**config.mk**
```make
export PLATFORM = sky130hd
export DESIGN_NAME = idm_ram
export DESIGN_NICKNAME = d
export VERILOG_FILES = /design/src/rtl/idm_ram.sv
export SDC_FILE = /design/constraint.sdc
export NUM_CORES = 1
export LEC_CHECK = 0
export BUFFER_PORTS_ARGS = -buffer_cell sky130_fd_sc_hd__buf_2
export CAP_MARGIN = 5
export CORE_MARGIN = 10
export CORE_UTILIZATION = 45
export CTS_CLUSTER_SIZE = 28
export DETAILED_ROUTE_END_ITERATION = 10
export GPL_ROUTABILITY_DRIVEN = 0
export PLACE_DENSITY = 0.64
export REMOVE_ABC_BUFFERS = 1
export SLEW_MARGIN = 40
export SYNTH_ARGS = -nofsm -noshare
export SYNTH_HDL_FRONTEND = slang
export SYNTH_SLANG_ARGS = --single-unit
```
**constraint.sdc**
```tcl
create_clock -name clk -period 2.84 [get_ports clk]
set_clock_uncertainty 0.1 [all_clocks]
set_input_delay 0.568 -clock clk [delete_from_list [all_inputs] [get_ports clk]]
set_output_delay 0.568 -clock clk [all_outputs]
set_load 0.1 [all_outputs]
```
**src/rtl/idm_ram.sv**
```systemverilog
// Generic single-port-write, single-port-read RAM with registered read data.
`timescale 1ns / 1ps
`default_nettype none

module idm_ram #(
    parameter int Width = 8,
    parameter int Depth = 16,
    parameter int AddrW = $clog2(Depth)
) (
    input  logic             clk,
    input  logic             we,
    input  logic [AddrW-1:0] waddr,
    input  logic [Width-1:0] wdata,
    input  logic [AddrW-1:0] raddr,
    output logic [Width-1:0] rdata
);

    logic [Width-1:0] mem [Depth];
    logic [Width-1:0] rdata_reg;

    always_ff @(posedge clk)
    begin
        if (we)
        begin
            mem[waddr] <= wdata;
        end
        rdata_reg <= mem[raddr];
    end

    assign rdata = rdata_reg;

endmodule

`default_nettype wire

```
Yosys cells after proc, flatten, opt, wreduce, memory -nomap -nowiden:

Memories as Yosys holds them, arrays and structs flattened. A register that Yosys moved wholly into a read port is not among the register bits.
Index checks and enable logic that the tools add are counted.

* bits in writable memories: 128
* memories: 1
* bits in registers: 0
* input port bits: 18
* word-level logic and storage cells: 3

* muxes and demuxes: 2

Memory list
* mem: words 16, bits a word 8, read ports 1, clocked after memory_dff 1, wr ports 1, line 18 `logic [Width-1:0] mem [Depth];`

Operators by type and width (number)
* two-way mux 1 bit: 2

Logic depth before layout (Yosys ltp):

* depth in word-level cells: 2
* gate-level depth with buffers: 5
* gate-level depth less buffers: 3

Worst setup path before layout:

No wires, ideal clock.

* kind: input-to-reg
* start: in waddr[2]
* end: mem mem[0][0], enable pin
* arrival time: 1.678 ns
* required time: 2.357 ns
* stages: 2
* path slack: 0.679 ns
* cells stage by stage: or3b_2 nor3_1

RTL lines
* start: declaration: line 12 `input logic [AddrW-1:0] waddr,`
* end: declaration: line 18

Straight into the memory's write port.

==> impl_metrics.tcl <==
set metrics [dict create \
    endpoint_kind "flop" \
    ys_types 19 \
    final_cell_area_mm2 0.00610 \
    final_cell_mix "edfxtp_1 (128), buf_2 (25), buf_4 (21)" \
    grt_pass1_wl_um 15400 \
    rsz0062_at_grt "false" \
    post_cts_buffers 0 \
    avgRoutedWirePerCell_um 22.4 \
    finalSetupTns_ns 0 \
    outcome "finished clean" \
    hold_ws_ns 0.433 \
    initial_core_util 0.467 \
    p_seq_frac 0.490 \
    area_growth_syn_to_layout_pct 18.6 \
    cap_violations 0 \
    power_frac_comb 0.065 \
    synth_area_mm2 0.00515 \
    clock_power_share 0.445 \
    drc_errors 0 \
    ant_nets 0 \
    core-area_mm2 0.0110 \
    p_leak_nw 2.08 \
    arrival_ns 2.14 \
    antenna_found_initial 0 \
    timing.rr.end "rdata[7]$_DFF_P_" \
    powerDensity_mw_per_mm2 755 \
    hold_viol 0 \
    reg2regPathDepth 3 \
    reg2reg_from "mem[3][7]$_DFFE_PP_" \
    clkSinkCount 136 \
    path_clk_slew_ns 0.05 \
    criticalPathCategory "in -> reg" \
    synth_warnings 0 \
    h-tree-depth 4 \
    worstPathRequired_ns 3.04 \
    tightest_slew_ns 0.763 \
    root_buffer "clkbuf_16" \
    cts_buffers 17 \
    drive_gt1_frac 0.322 \
    post-route-period-util 0.686 \
    final_cells 438 \
    cts_resized 0 \
    final_common_cell "edfxtp_1" \
    clk_latency_ns 0.42 \
    internal_power_w 0.00361 \
    finalWirelength_um 9820 \
    largest_register_ffs 128 \
    die_h_um 127 \
    dr.pass1.iters 4 \
    fill_cells 870 \
    vias_per_cell 5.51 \
    period_minus_slack_ns 1.95 \
    ir_drop_mv 0.522 \
    syn_inst 229 \
    crit_start "raddr[0]" \
    seq_area_frac_synth 0.778 \
    io_pins 26 \
    critPathCapture "rdata[1]$_DFF_P_" \
    hp-class "in -> reg" \
    grt_start_max_net_pins 18 \
    switching_share 0.216 \
    dp_cells 406 \
    drt-initial-drc-count 231 \
    vias 2412 \
    dpl_cell_area_mm2 0.00554 \
    switching_power_w 0.000997 \
    hpwl_um 6480 \
    grt_overflow 0 \
    grt.total_usage 0.130 \
    maxSlewHeadroom 0.490 \
    finalNetCount 303 \
    numPortBuffers 25 \
    syn_area_per_cell_um2 22.5 \
    crit_path_max_fanout 17 \
    die_width_um 127 \
    insertedDiodeCount 0 \
    die-area_mm2 0.0161 \
    rows 38 \
    cts_tree "built" \
    synth_seq_cells 136 \
    setup_violations 0 \
    drv_slew 0 \
    grt_pass1_vias 2569 \
    postCtsHoldBufs 0 \
    cts_buffer_depth 2 \
    start_kind "input pin" \
    fmax_mhz 513 \
    rrSetupSlack_ns 1.31 \
]
[per-stage QoR]
step / total power [W] / setup slack (ns) / util
2_1_floorplan: 0.00248 / 0.679 / -
3_3_place_gp: 0.00260 / 0.474 / 0.502
3_5_place_dp: 0.00260 / 0.429 / 0.502
4_1_cts: 0.00465 / 0.864 / 0.553
5_1_grt: 0.00475 / 0.735 / 0.553
6_report: 0.00461 / 0.891 / 0.553
[kinds of logic after synthesis]
| group | synth area share |
|---|---|
| multiplexers | 0.150 |
| buffers and inverters | 0.0168 |
| AO/OA/AOI/OAI | 0.0233 |
| AND/OR/NAND/NOR | 0.0318 |
| flip-flops | 0.778 |
[power by group through the flow]
stage / logic [W] / registers, W / clock network [W]
2_1_floorplan: 0.0000899 / 0.00239 / 0
3_3_place_gp: 0.000301 / 0.00230 / 0
3_5_place_dp: 0.000306 / 0.00230 / 0
4_1_cts: 0.000307 / 0.00226 / 0.00209
5_1_grt: 0.000324 / 0.00226 / 0.00217
6_report: 0.000302 / 0.00226 / 0.00205
[worst max-delay path, stage by stage]
cell	delay, ns
buf_2	0.44
buf_4	0.28
mux4_1	0.56
a22oi_1	0.21
nand2_1	0.07
[cell type report]
cell class | count | area (µm²) | share of cell area
Clock buffer | 18 | 429 | 0.0703
Sequential cell | 136 | 4000 | 0.656
Multi-Input combinational cell | 83 | 1060 | 0.174
Timing Repair Buffer | 47 | 303 | 0.0496
Tap cell | 140 | 175 | 0.0287
Clock inverter | 14 | 134 | 0.0219
[routing by layer]
| metal | global-route usage | share of wire |
|---|---|---|
| met5 | 0 | 0 |
| met4 | 0.0422 | 0.0094 |
| met3 | 0.0454 | 0.054 |
| met2 | 0.196 | 0.49 |
| met1 | 0.174 | 0.45 |
[worst min-delay path by stage]
stage	from	to	slack (ns)	cells after the start
final	wdata[2]	mem[5][2]$_DFFE_PP_	0.43	1
after CTS	wdata[4]	mem[6][4]$_DFFE_PP_	0.42	1
after global routing	wdata[4]	mem[6][4]$_DFFE_PP_	0.44	1
after detailed placement	mem[11][2]$_DFFE_PP_	rdata[2]$_DFF_P_	0.56	3
after floorplan	mem[7][0]$_DFFE_PP_	rdata[0]$_DFF_P_	0.53	3
after global placement	mem[15][5]$_DFFE_PP_	rdata[5]$_DFF_P_	0.55	3
[cell usage after synthesis]
library cell,instances,share of area
nor2_1,13,0.0095
clkdlybuf4s25_2,3,0.0058
or3b_2,1,0.0017
mux4_1,14,0.071
buf_4,1,0.0015
nand2_1,9,0.0066
edfxtp_1,128,0.75
buf_2,3,0.0029
a22oi_1,16,0.023
mux4_2,18,0.079
nand3_1,1,0.00097
nor3_1,4,0.0039
dfxtp_1,8,0.031
nand2b_1,2,0.0024
nor2b_1,1,0.0012
nand3b_1,2,0.0029
and2b_1,1,0.0015
buf_6,3,0.0066
and2_1,1,0.0012
Power figures use the tool's default switching activity.
