$ cat src/rtl/idm_pkg.sv
// Shared types and constants for the car-following route step block.
`timescale 1ns / 1ps
`default_nettype none

package idm_pkg;

    // Shared divider widths: dividend and divisor
    localparam int DIVN_W = 42;
    localparam int DIVD_W = 25;

    // Penalty terms are held at 2^33
    localparam int PEN_W = 34;
    localparam logic [PEN_W-1:0] PEN_CAP = 34'h2_0000_0000;

    // Item kinds carried in tuser
    localparam logic MODE_LOAD = 1'b0;
    localparam logic MODE_STEP = 1'b1;

    // Register indexes on the configuration port
    localparam logic [2:0] REG_MIN_GAP       = 3'd0;
    localparam logic [2:0] REG_REACTION_TIME = 3'd1;
    localparam logic [2:0] REG_MAX_ACCEL     = 3'd2;
    localparam logic [2:0] REG_BRAKE_COEF    = 3'd3;
    localparam logic [2:0] REG_SAMPLE_TIME   = 3'd4;
    localparam logic [2:0] REG_ROUTE_LENGTH  = 3'd5;

    typedef enum logic [4:0] {
        S_IDLE,
        S_MUL1,
        S_MUL2,
        S_GAP,
        S_RDIV,
        S_R2,
        S_R4,
        S_QSTART,
        S_QDIV,
        S_Q2,
        S_F,
        S_UPD,
        S_ADV,
        S_WRD,
        S_WCHK,
        S_WDIV,
        S_DONE
    } idm_state_t;

    typedef struct packed {
        logic              start;
        logic [DIVN_W-1:0] dividend;
        logic [DIVD_W-1:0] divisor;
    } div_req_t;

    typedef struct packed {
        logic busy;
        logic done;
    } div_stat_t;

endpackage

`default_nettype wire

$ cat src/rtl/idm_div.sv
// Restoring divider, one quotient bit per cycle.
`timescale 1ns / 1ps
`default_nettype none

module idm_div (
    input  logic                             clk,
    input  logic                             rst_n,
    input  idm_pkg::div_req_t                req,
    output idm_pkg::div_stat_t               stat,
    output logic [idm_pkg::DIVN_W-1:0]       quotient
);

    import idm_pkg::*;

    localparam int CNT_W = $clog2(DIVN_W);

    logic [DIVN_W-1:0] num_reg, num_next;
    logic [DIVD_W-1:0] rem_reg, rem_next;
    logic [DIVD_W-1:0] dvs_reg;
    logic [CNT_W-1:0]  cnt_reg;
    logic              busy_reg;
    logic              done_reg;

    logic [DIVD_W:0]   shifted;
    logic [DIVD_W:0]   diff;
    logic              ge;

    always_comb
    begin
        shifted  = {rem_reg, num_reg[DIVN_W-1]};
        ge       = shifted >= {1'b0, dvs_reg};
        diff     = shifted - {1'b0, dvs_reg};
        rem_next = ge ? diff[DIVD_W-1:0] : shifted[DIVD_W-1:0];
        num_next = {num_reg[DIVN_W-2:0], ge};
    end

    always_ff @(posedge clk or negedge rst_n)
    begin
        if (!rst_n)
        begin
            busy_reg <= 1'b0;
            done_reg <= 1'b0;
            cnt_reg  <= '0;
        end
        else
        begin
            done_reg <= 1'b0;
            if (req.start)
            begin
                busy_reg <= 1'b1;
                cnt_reg  <= CNT_W'(DIVN_W - 1);
            end
            else if (busy_reg)
            begin
                cnt_reg <= cnt_reg - 1'b1;
                if (cnt_reg == '0)
                begin
                    busy_reg <= 1'b0;
                    done_reg <= 1'b1;
                end
            end
        end
    end

    always_ff @(posedge clk)
    begin
        if (req.start)
        begin
            num_reg <= req.dividend;
            rem_reg <= '0;
            dvs_reg <= req.divisor;
        end
        else if (busy_reg)
        begin
            num_reg <= num_next;
            rem_reg <= rem_next;
        end
    end

    assign stat.busy = busy_reg;
    assign stat.done = done_reg;
    assign quotient  = num_reg;

endmodule

`default_nettype wire

$ cat config.mk
export PLATFORM = sky130hd
export DESIGN_NAME = idm_div
export DESIGN_NICKNAME = d
export VERILOG_FILES = /design/src/rtl/idm_pkg.sv /design/src/rtl/idm_div.sv
export SDC_FILE = /design/constraint.sdc
export NUM_CORES = 1
export LEC_CHECK = 0
export ABC_CLOCK_PERIOD_IN_PS = 6550
export BUFFER_PORTS_ARGS = -buffer_cell sky130_fd_sc_hd__buf_2
export CAP_MARGIN = 20
export CORE_ASPECT_RATIO = 1.5
export CORE_MARGIN = 3
export CORE_UTILIZATION = 35
export CTS_CLUSTER_SIZE = 30
export DETAILED_ROUTE_END_ITERATION = 10
export GPL_ROUTABILITY_DRIVEN = 0
export SYNTH_ARGS = -nofsm -noshare
export SYNTH_HDL_FRONTEND = slang
export SYNTH_SLANG_ARGS = --single-unit
$ cat constraint.sdc
create_clock -name clk -period 6.55 [get_ports clk]
set_input_delay 0.655 -clock clk [delete_from_list [all_inputs] [get_ports clk]]
set_output_delay 0.655 -clock clk [all_outputs]
set_load 0.05 [all_outputs]
## Word level (Yosys, flattened, before mapping)

Index checks and enable logic that the tools add are counted.

| storage, ports and cells | value |
|---|---|
| output and inout port bits | 44 |
| word-level logic and storage cells | 22 |
| register bits after elaboration | 100 |
| input bits | 70 |

| operators by class | value |
|---|---|
| $add $sub $neg | 2 |
| muxes and demuxes | 11 |
| reductions and logical operators | 2 |
| magnitude comparators | 1 |

Operators with widths:

| kind | count |
|---|---|
| 2-to-1 mux 42 bit | 2 |
| greater-or-equal comparator 26 x 25 -> 1 bit | 1 |
| 2-to-1 mux 25 bit | 1 |
| subtractor 25 bit | 1 |
| 2-to-1 mux 6 bit | 2 |
| zero test 6 bit | 1 |
| 2-to-1 mux 1 bit | 6 |
| subtractor 6 x 1 -> 6 bit, second input constant | 1 |
| nonzero test 2 bit | 1 |

## Depth between registers and ports, before layout

Gate-level depths: netlist of run 1.

| logic depth | value |
|---|---|
| word-level depth | 4 |
| gate-level depth with buffers | 14 |

## Worst setup path after synthesis of run 1

Ideal clock, no wire load.

| path | value |
|---|---|
| path type | register -> register |
| from | reg num_reg[41] (netlist: quotient[41]) |
| to | reg num_reg[0] (netlist: quotient[0]), data pin |
| cell stages (with the launch flop) | 13 |
| required time | 6.290 ns |
| path slack | 3.429 ns |
| arrival time | 2.861 ns |
| cell sequence | edfxtp_1 inv_1 ha_1 inv_1 fa_1 a21o_1 a311oi_1 o21ai_2 o22ai_2 a211o_1 o21ai_4 buf_4 mux2_2 |

| between the ends | value |
|---|---|
| longest elaborated chain between the ends | 3 |

Ends and longest elaborated chain:

| what | RTL line | text |
|---|---|---|
| start: declaration | idm_div.sv:17 | `logic [DIVN_W-1:0] num_reg, num_next;` |
| start signal: assignment | idm_div.sv:69 | `num_reg <= req.dividend;` |
| start signal: assignment | idm_div.sv:75 | `num_reg <= num_next;` |
| greater-or-equal comparator 26 x 25 -> 1 bit | idm_div.sv:31 | `ge = shifted >= {1'b0, dvs_reg};` |
| 2-to-1 mux 42 bit | idm_div.sv:73 | `else if (busy_reg)` |
| 2-to-1 mux 42 bit | idm_div.sv:67 | `if (req.start)` |

Every way passes these cells. The select of a mux whose other input is x is not followed.
A chain may end at the register's enable or synchronous reset.

## Worst setup path after layout of run 1

| path | value |
|---|---|
| from | reg num_reg[41] (netlist: quotient[41]) |
| to | reg rem_reg[15] |

| between the ends | value |
|---|---|
| longest elaborated chain between the ends | 2 |
| elaborated cells between the ends (all ways) | 3 |
| those cells by class | add/sub (1); order compare (1); mux (1) |

Ends and longest elaborated chain:

| what | RTL line | text |
|---|---|---|
| subtractor 25 bit / greater-or-equal comparator 26 x 25 -> 1 bit (equally long branches) | idm_div.sv:32, idm_div.sv:31 |  |
| 2-to-1 mux 25 bit (*) | idm_div.sv:33 | `rem_next = ge ? diff[DIVD_W-1:0] : shifted[DIVD_W-1:0];` |
| end signal: assignment | idm_div.sv:76 | `rem_reg <= rem_next;` |
| end: declaration | idm_div.sv:18 | `logic [DIVD_W-1:0] rem_reg, rem_next;` |

Every way passes the cells marked *; elsewhere a longest branch is shown, timed or not.

==> results of run 1 <==
==> power groups by stage <==
stage | combinational, µW | sequential, µW | clock [µW]
floorplan | 621 | 966 | 0
global placement | 899 | 869 | 0
detailed placement | 909 | 870 | 0
CTS | 914 | 858 | 531
global route | 1010 | 874 | 550
finish | 910 | 857 | 514
==> cell type report <==
cell class	count	share of cell area
tap	196	0.0387
clock buffer	9	0.0356
inverter	32	0.0190
multi-input combinational	332	0.376
clock inverter	7	0.00948
sequential	100	0.428
timing repair buffer	116	0.0932
==> routing by layer <==
layer  part of all wire  routed length, µm  vias up  GRT usage
met5                  0                  0        -          0
met1               0.41               4700     1849      0.166
met4              0.022                258        0     0.0512
met3              0.068                789       18     0.0435
met2               0.50               5790      120      0.238
li1                   -                  -     1979          -
==> cells in the mapped netlist, drive strengths merged (2+ instances only) <==
master / count
xnor2: 20
nor2: 37
o2111ai: 2
nor4: 2
o21ai: 13
mux2: 42
dfrtp: 8
or2: 3
edfxtp: 67
o211ai: 4
nand2: 53
ha: 27
inv: 32
nand2b: 5
o21bai: 2
buf: 9
nor2b: 3
a311oi: 20
nand3: 9
clkbuf: 16
a211oi: 3
nand4: 2
nor3: 9
a31oi: 5
a21o: 12
o21a: 2
dfxtp: 25
and3: 3
xor2: 7
a21oi: 30
==> final timing paths <==
path / startpoint / to / slack [ns] / cells past startpoint
max: quotient[41]$_DFFE_PP_ / rem_reg[15]$_SDFFE_PP0P_ / 2.95 / 13
min: rst_n / cnt_reg[2]$_DFFE_PN0P_ / 0.14 / 1
max reg2reg: quotient[41]$_DFFE_PP_ / rem_reg[15]$_SDFFE_PP0P_ / 2.95 / 13
min reg2reg: rem_reg[14]$_SDFFE_PP0P_ / rem_reg[14]$_SDFFE_PP0P_ / 0.50 / 2
max in group asynchronous: rst_n / cnt_reg[1]$_DFFE_PN0P_ / 6.24 / 1
min in group clk: req[3] / dvs_reg[3]$_DFFE_PP_ / 0.49 / 1
==> cells by family (layout without fill, tap and decap cells) <==
kind of cell / after synthesis / count (layout) / synth area share
and+or+nand+nor: 133 / 133 / 0.113
xor gates and xnor gates: 27 / 27 / 0.0444
adders and majority gates: 28 / 28 / 0.0672
muxes: 43 / 43 / 0.0907
buffers and inverters: 57 / 164 / 0.0437
AOI/OAI and AO/OA: 101 / 101 / 0.132
DFF: 100 / 100 / 0.509
==> worst max-delay path: stages, from the launching register on <==
cell,delay [ns]
edfxtp_1,0.37
inv_1,0.05
ha_1,0.20
inv_1,0.07
fa_1,0.21
a21o_1,0.18
a311oi_1,0.12
o21ai_2,0.27
o22ai_2,0.15
a211o_1,0.34
o21ai_4,0.62
inv_2,0.37
or2_0,0.32
a311oi_1,0.25
==> through the flow <==
stage          setup slack [ns]  hold WS [ns]  utilization  total power [µW]
5_1_grt                    2.58         0.144        0.430              2430
3_5_place_dp               2.92         0.485        0.411              1780
6_report                   2.95         0.140        0.430              2280
3_3_place_gp               3.04         0.484        0.411              1770
4_1_cts                    2.91         0.129        0.430              2300
2_1_floorplan              3.43         0.359            -              1590
==> out/results.txt, run 1 <==
Number of clock sinks: 100
Number of placed cells counting well taps: 776
IO Count: 114
Hold Buf Count CTS: 0
Final Cycle Share: 0.550
Non-filler cells, final: 792
Final setup violation count: 0
Largest net degree at the start of global routing: 59
CP arrival: 3.85 ns
Die Span Y: 157 µm
Reg area: 0.00271 mm²
Longest Clk Path Bufs: 2
Synth top area share: 0.378
Global-route wire length before repair: 19200 µm
CTS tree: yes
Final wirelength: 11500 µm
Final hold vios: 0
Commonest non-fill, non-tap cells in the layout: buf_2, edfxtp_1, nand2_1
Cell taking the most area after synthesis: edfxtp_1
Seq/Total Area, Yosys: 0.509
Die area: 0.0168 mm²
DRC: 0
Rel. slew slack: 0.488
Crit Path Category: flip-flop to flip-flop
Placed cell areas: 0.00605 mm²
Top cells by area, synth: edfxtp_1, dfxtp_1, mux2_2
WP data required: 6.80 ns
ANT nets after route: 0
Sw Share: 0.383
Syn_nets: 587
Maximum fanout along the worst path: 28
Average cell area after synthesis: 10.9 µm²
CTS resizes: 0
Clock Latency Late Sink: 0.34 ns
Initial Utilization: 0.362
Hold Crit Class: input pin to asynchronous set/reset pin
Final min period: 3.60 ns
Dominant synthesized flop cell: edfxtp_1
# port buffers: 113
Pins Over Slew Limit: 0
DRT Pass-1 Iters: 4
Placeable Area: 0.0147 mm²
Nature of the critical path endpoint: flip-flop
TNS Setup: 0 ns
Peak supply drop: 155 µV
Post-synth EDFFs: 67
Fillers: 1452
DP HPWL: 8400 µm
Total GRT Usage: 0.140
Psw: 874 µW
Worst-Margin Slew: 0.765 ns
Vias in the first global route: 4068
Comb power frac: 0.399
Chip Width: 107 µm
Num CTS Buffers: 9
Power Dens Cells: 360 mW/mm²
Number of buffers added for setup after CTS: 0
Leakage power: 0.00271 µW
Max-cap violations: 0
Commonest non-fill, non-tap cell in the layout: buf_2
Synth cell types: 53
Fin area: 0.00633 mm²
Syn Inst Count: 489
Antenna Cells: 0
Antenna violations before repair: 0
Via count: 3966
Sequential Power Share: 0.376
Number of synthesized register bits: 100
Internal Power: 1410 µW
Multi-input gate area: 0.00238 mm²
Net count, final: 689
Max frequency: 278 MHz
Rows: 54
Share of cells above drive strength 1: 0.310
Initial DRC Count: 221
Root Driver: clkbuf_16
Overflow left after global routing: 0
CP Launch Type: flip-flop
Share of total power in the clock network: 0.225
Max FFs per register: 42
Synth warn: 0
Clock Skews: 0.00763 ns
Synth-to-layout area growth: 18.9%
Vias/cell: 5.01
FFs w/ async S/R, synth: 0.0800
Post-DR wirelength/cell: 14.6 µm
Status: finished, final reports clean
Clock-pin slew on the worst setup and hold paths: 0.08 ns
Unrepaired setup endpoints after global routing: false
Post-synthesis cell area: 0.00533 mm²
H-tree depth: 3
(Power assumes the default switching activity.)
==> run 2: changes to the inputs <==
--- a/config.mk
+++ b/config.mk
@@ -5,7 +5,7 @@
 export SDC_FILE = /design/constraint.sdc
 export NUM_CORES = 1
 export LEC_CHECK = 0
-export ABC_CLOCK_PERIOD_IN_PS = 6550
+export ABC_CLOCK_PERIOD_IN_PS = 2880
 export BUFFER_PORTS_ARGS = -buffer_cell sky130_fd_sc_hd__buf_2
 export CAP_MARGIN = 20
 export CORE_ASPECT_RATIO = 1.5
==> constraint.sdc (replaced) <==
create_clock -name clk -period 2.88 [get_ports clk]
set_input_delay 0.288 -clock clk [delete_from_list [all_inputs] [get_ports clk]]
set_output_delay 0.288 -clock clk [all_outputs]
set_load 0.05 [all_outputs]
==> run 2 against run 1 <==
Worst hold slack worse by 0.032 ns; sequential cell count unchanged; count of clock-buffer cells in the layout unchanged; via count grew 2.5%; highest routed layer unchanged.
==> out/results.txt, run 2 (synthesis results as in run 1) <==
Antenna Cells: 0 (unchanged)
Vias/cell: 5.05 (+0.87%)
Die area: 0.0168 mm² (unchanged)
Pins Over Slew Limit: 0 (unchanged)
Share of cells above drive strength 1: 0.338 (+0.0279)
H-tree depth: 3 (unchanged)
Post-DR wirelength/cell: 15.1 µm (+4.0%)
Rel. slew slack: 0.612 (+0.123)
Die Span Y: 157 µm (unchanged)
CP arrival: 2.87 ns (-0.98 ns)
Crit Path Category: flip-flop to flip-flop
Final setup violation count: 0 (unchanged)
Number of clock sinks: 100 (unchanged)
ANT nets after route: 0 (unchanged)
Unrepaired setup endpoints after global routing: true
Maximum fanout along the worst path: 10 (-64%)
Worst-Margin Slew: 0.582 ns (-0.182 ns)
Nature of the critical path endpoint: flip-flop
Non-filler cells, final: 805 (+1.6%)
DP HPWL: 8920 µm (+6.3%)
DRT Pass-1 Iters: 4 (unchanged)
Initial Utilization: 0.362 (unchanged)
Status: finished, final reports clean
Final Cycle Share: 0.959 (+0.409)
Clock-pin slew on the worst setup and hold paths: 0.07 ns (about the same)
CP Launch Type: flip-flop
Setup WS post-layout: 0.118 ns (-2.83 ns)
Power Dens Cells: 832 mW/mm² (+130%)
Total GRT Usage: 0.151 (+0.0106)
Max-cap violations: 0 (unchanged)
Cell Chain, Critical Path: inv_1 > ha_1 > inv_1 > fa_2 > a21o_1 > a311oi_2 > o21ai_2 > o22ai_2 > a211o_1 > o21ai_4 > buf_4 > mux2_2
Slowest CP cell: edfxtp_1
Bufs and invs on worst path: 3 (unchanged)
WP data required: 2.98 ns (-3.82 ns)
Num CTS Buffers: 9 (unchanged)
Root Driver: clkbuf_16
DRC: 0 (unchanged)
Leakage power: 0.00280 µW (+3.2%)
Final core utilization: 0.443 (+0.0128)
Net count, final: 702 (+1.9%)
Commonest non-fill, non-tap cells in the layout: buf_2, edfxtp_1, nand2_1
Commonest non-fill, non-tap cell in the layout: buf_2
Largest net degree at the start of global routing: 61 (+3.4%)
# port buffers: 113 (unchanged)
Final min period: 2.76 ns (-0.841 ns)
Overflow left after global routing: 0 (unchanged)
Worst setup slack after placement: 0.116 ns (-2.81 ns)
Hold Crit Class: input pin to flip-flop
Global-route wire length before repair: 20500 µm (+6.8%)
Max frequency: 362 MHz (+30%)
Clock Skews: 0.00604 ns (-0.00159 ns)
Clock Latency Late Sink: 0.35 ns (about the same)
Via count: 4066 (+2.5%)
IO Count: 114 (unchanged)
Final hold vios: 0 (unchanged)
Chip Width: 107 µm (unchanged)
Peak supply drop: 367 µV (+140%)
Antenna violations before repair: 0 (unchanged)
Power Total: 5430 µW (+140%)
CTS tree: yes
Initial DRC Count: 160 (-28%)
Longest Clk Path Bufs: 2 (unchanged)
Synth-to-layout area growth: 22.5%
Final wirelength: 12200 µm (+5.7%)
Largest stage delay, worst path: 0.39 ns (-0.23 ns)
Vias in the first global route: 4255 (+4.6%)
Cell family with most CP delay: compound AO/OA/AOI/OAI gates
Max FFs per register: 42 (unchanged)
Number of placed cells counting well taps: 786 (+1.3%)
Placeable Area: 0.0147 mm² (unchanged)
Worst path most repeated cell: inv_1
Rows: 54 (unchanged)
run 2: metal layers:
layer | GRT usage | wire, µm | share of wire
met1 | 0.172 | 4860 | 0.40
met2 | 0.267 | 6250 | 0.51
met3 | 0.0443 | 785 | 0.064
met4 | 0.0536 | 295 | 0.024
met5 | 0 | 0 | 0
run 2: path summary, 6_finish.rpt:
| kind | from | end | cells past startpoint | slack [ns] |
|---|---|---|---|---|
| setup / recovery | quotient[41]$_DFFE_PP_ | quotient[0]$_DFFE_PP_ | 12 | 0.12 |
| hold / removal | req[4] | dvs_reg[4]$_DFFE_PP_ | 1 | 0.11 |
| setup reg to reg | quotient[41]$_DFFE_PP_ | quotient[0]$_DFFE_PP_ | 12 | 0.12 |
| hold reg to reg | rem_reg[2]$_SDFFE_PP0P_ | rem_reg[2]$_SDFFE_PP0P_ | 2 | 0.49 |
| max in group asynchronous | rst_n | cnt_reg[4]$_DFFE_PN0P_ | 2 | 2.41 |
| min in group asynchronous | rst_n | cnt_reg[0]$_DFFE_PN0P_ | 2 | 0.31 |
run 2: metrics by stage:
stage	hold WS [ns]	TNS, ns	cell area (µm²)
final	0.108	0	6520
after floorplan	-0.00759	-0.315	5340
after global routing	0.0936	-0.0607	6520
after global placement	0.136	0	6160
after CTS	0.0964	0	6460
after detailed placement	0.141	0	6160
run 2: power breakdown:
| group | internal, µW | total [µW] | switching (µW) |
|---|---|---|---|
| Clock | 611 | 1210 | 598 |
| Sequential | 1790 | 1950 | 164 |
| Combinational | 937 | 2270 | 1330 |
| Total | 3340 | 5430 | 2090 |
run 2: final cells by class:
cell class | count | area (µm²)
fill | 1463 | 8210
sequential | 100 | 2710
multi-input combinational | 332 | 2430
timing repair buffer | 129 | 716
tap | 196 | 245
clock buffer | 9 | 225
inverter | 32 | 120
clock inverter | 7 | 71.3
run 2: what timing repair did:
item,4_1_cts,5_1_grt
endpoints found under the hold margin,8,0
hold buffers,1,0
setup endpoints to repair,0,8
gates resized for setup,0,8
setup buffers,0,2
run 2: worst register-to-register path: cells and delay by family (launching register included):
kind	cells	cell delay, ns
compound gates	6	1.07
buf+inv	3	0.30
flops	1	0.39
fa+ha+maj	2	0.51
mux	1	0.26
==> run 3: changes to the inputs <==
--- a/config.mk
+++ b/config.mk
@@ -5,6 +5,7 @@
 export SDC_FILE = /design/constraint.sdc
 export NUM_CORES = 1
 export LEC_CHECK = 0
+export ABC_AREA = 1
 export ABC_CLOCK_PERIOD_IN_PS = 2880
 export BUFFER_PORTS_ARGS = -buffer_cell sky130_fd_sc_hd__buf_2
 export CAP_MARGIN = 20
@@ -14,6 +15,7 @@
 export CTS_CLUSTER_SIZE = 30
 export DETAILED_ROUTE_END_ITERATION = 10
 export GPL_ROUTABILITY_DRIVEN = 0
+export SKIP_CTS_REPAIR_TIMING = 1
 export SYNTH_ARGS = -nofsm -noshare
 export SYNTH_HDL_FRONTEND = slang
 export SYNTH_SLANG_ARGS = --single-unit
==> run 3 against run 2 <==
Critical path type unchanged; largest cell class is now multi-input gates; register-to-register slack better by 0.25 ns; synthesized area rose by 15%; fmax increased by 10%; power is 13% higher; sequential share of layout area decreased by 4.0 points; wire length rose by 28%; core utilization fell by 1.8 points; sequential power hardly changed; sequential cell count unchanged; via count increased by 35%.
==> out/results.txt, run 3 <==
Commonest non-fill, non-tap cell in the layout: nand2_1
Final min period: 2.51 ns (-0.251 ns)
Final setup violation count: 0 (unchanged)
Synth cell count leaders: nand2_1, inv_1, edfxtp_1, nand3_1, nor2_1
Synth cell types: 36 (-32%)
Max FFs per register: 42 (unchanged)
DP HPWL: 11700 µm (+32%)
Average cell area after synthesis: 7.34 µm² (-33%)
Number of synthesized register bits: 100 (unchanged)
Antenna Cells: 0 (unchanged)
Vias/cell: 4.71 (-6.8%)
Longest Clk Path Bufs: 2 (unchanged)
Number of cells on the worst reg-to-reg path: 10 (-2)
Power Dens Cells: 852 mW/mm² (+2.4%)
Sequential Power Share: 0.319 (-0.041)
Internal Power: 3420 µW (+2.6%)
Antenna violations before repair: 0 (unchanged)
Dominant synthesized flop cell: edfxtp_1
Syn Inst Count: 838 (+71%)
Placeable Area: 0.0170 mm² (+15%)
Top-count cell post-synth: nand2_1
Final hold vios: 0 (unchanged)
Worst reg2reg path startpoint: quotient[41]$_DFFE_PP_
IO Count: 114 (unchanged)
Die Span Y: 168 µm (+7.2%)
Peak supply drop: 316 µV (-14%)
Initial Utilization: 0.362 (+0.000522)
Share of cells above drive strength 1: 0.170 (-0.168)
CP Launch Type: flip-flop
Fin area: 0.00722 mm² (+11%)
Total GRT Usage: 0.163 (+0.0130)
Register-to-register setup slack: 0.37 ns (+0.25 ns)
CTS tree: yes
Nature of the critical path endpoint: flip-flop
Leakage power: 0.00389 µW (+39%)
ANT nets after route: 0 (unchanged)
Commonest non-fill, non-tap cells in the layout: nand2_1, inv_1, buf_2
Largest net degree at the start of global routing: 74 (+21%)
Fillers: 1858 (+27%)
Rows: 58 (+7.4%)
Num CTS Buffers: 9 (unchanged)
WP data required: 2.98 ns (about the same)
Unrepaired setup endpoints after global routing: false
Placed cell areas: 0.00693 mm² (+12%)
Post-synth EDFFs: 67 (unchanged)
Hold path depth: 1 (unchanged)
Maximum fanout along the worst path: 26 (+16)
Rel. slew slack: 0.435 (-0.176)
Clock-pin slew on the worst setup and hold paths: 0.08 ns (about the same)
Vias in the first global route: 5433 (+28%)
Post-DR wirelength/cell: 13.5 µm (-11%)
Post-synthesis cell area: 0.00615 mm² (+15%)
Net count, final: 1047 (+49%)
Max frequency: 398 MHz (+10%)
Final wirelength: 15700 µm (+28%)
Psw: 2730 µW (+31%)
Worst-Margin Slew: 0.847 ns (+0.264 ns)
Number of clock sinks: 100 (unchanged)
Syn_nets: 936 (+59%)
Via count: 5477 (+35%)
Comb power frac: 0.486 (+0.068)
Final Cycle Share: 0.872 (-0.0872)
Clock Latency Late Sink: 0.34 ns (about the same)
Synth-to-layout area growth: 17.4%
CP arrival: 2.61 ns (-0.26 ns)
Pins Over Slew Limit: 0 (unchanged)
Sw Share: 0.444 (+0.0585)
TNS Setup: 0 ns (unchanged)
Die area: 0.0192 mm² (+15%)
FFs w/ async S/R, synth: 0.0800 (unchanged)
Setup crit end: quotient[0]$_DFFE_PP_
Clock Skews: 0.00701 ns (+0.000972 ns)
Synth warn: 0 (unchanged)
H-tree depth: 3 (unchanged)
Seq/Total Area, Yosys: 0.441 (-0.0682)
Max-cap violations: 0 (unchanged)
Root Driver: clkbuf_16
Critical path origin: quotient[41]$_DFFE_PP_
DRT Pass-1 Iters: 4 (unchanged)
Status: finished, final reports clean
# port buffers: 113 (unchanged)
Share of total power in the clock network: 0.195 (-0.028)
Global-route wire length before repair: 25500 µm (+24%)
Chip Width: 114 µm (+7.0%)
Top cells by area, synth: edfxtp_1, nand2_1, inv_1
Synth top area share: 0.327 (-0.0506)
Hold Crit Class: input pin to flip-flop
Min-delay src: req[2]
Overflow left after global routing: 0 (unchanged)
Initial DRC Count: 241 (+51%)
Hold_ws: 0.114 ns (+0.00671 ns)
Reg2Reg Capture Point: quotient[0]$_DFFE_PP_
Cell taking the most area after synthesis: edfxtp_1
Final core utilization: 0.425 (-0.0176)
Crit Path Category: flip-flop to flip-flop
DRC: 0 (unchanged)
## run 3: changes by cell type in the layout (fill, tap and decap cells not counted), sizes merged, moves of 5 or more
cell | before | now
nand2 | 53 | 348
a31oi | 5 | 0
a21oi | 30 | 17
mux2 | 42 | 0
nand4 | 2 | 31
nand3 | 9 | 57
inv | 35 | 150
clkinv | 2 | 7
xor2 | 7 | 2
buf | 128 | 122
nand2b | 5 | 0
a21o | 12 | 0
xnor2 | 20 | 10
a311oi | 20 | 0
## run 3: logic make-up (layout without fill, tap and decap cells)
logic type | count (synthesis) | after routing | share of synthesized area
flip-flops | 100 | 100 | 0.441
buffers and inverters | 174 | 290 | 0.112
adder cells (fa/ha/maj) | 28 | 28 | 0.0582
AND/OR/NAND/NOR | 489 | 489 | 0.340
XOR/XNOR | 12 | 12 | 0.0171
AO/OA/AOI/OAI | 35 | 35 | 0.0317
## run 3: layout make-up
cell class	instances	area (µm²)	area share
inverters	151	567	0.0785
flip-flops and latches	100	2710	0.376
repair buffers	123	643	0.0891
clock inverters	6	57.6	0.00797
well taps	210	263	0.0364
multi-input cells	564	2750	0.381
clock buffers	10	229	0.0317
## run 3: metrics by stage
stage | std cells | power, µW | worst slack (ns)
2_1_floorplan | 838 | 4330 | 0.516
3_3_place_gp | 1147 | 4970 | 0.410
3_5_place_dp | 1147 | 4990 | 0.353
4_1_cts | 1163 | 6210 | 0.359
5_1_grt | 1164 | 6680 | 0.113
6_report | 1164 | 6150 | 0.369
## run 3: worst min path at each step
stage	end
2_1_floorplan	busy_reg$_DFF_PN0_
3_3_place_gp	done_reg$_DFF_PN0_
3_5_place_dp	done_reg$_DFF_PN0_
4_1_cts	cnt_reg[0]$_DFFE_PN0P_
5_1_grt	dvs_reg[3]$_DFFE_PP_
6_report	dvs_reg[2]$_DFFE_PP_
## run 3: worst max-delay path, stage by stage, from the launching register on
cell	delay, ns
edfxtp_1	0.38
inv_1	0.09
ha_1	0.14
inv_1	0.07
fa_1	0.43
nand3_1	0.11
nand3_1	0.15
nand2_2	0.31
nand3_4	0.37
nand2_1	0.15
nand2_1	0.06
## run 3: layer usage
| layer | share of wire | track usage | up-vias |
|---|---|---|---|
| met4 | 0.020 | 0.0579 | 0 |
| li1 | - | - | 2840 |
| met5 | 0 | 0 | - |
| met1 | 0.41 | 0.185 | 2479 |
| met2 | 0.53 | 0.304 | 135 |
| met3 | 0.042 | 0.0262 | 23 |
## run 3: power by group through the flow
stage | clock network, µW | registers [µW] | logic (µW)
finish | 1200 | 1960 | 2990
global placement | 0 | 1990 | 2980
floorplan | 0 | 2170 | 2160
global route | 1290 | 2000 | 3390
CTS | 1240 | 1960 | 3010
detailed placement | 0 | 1990 | 3000
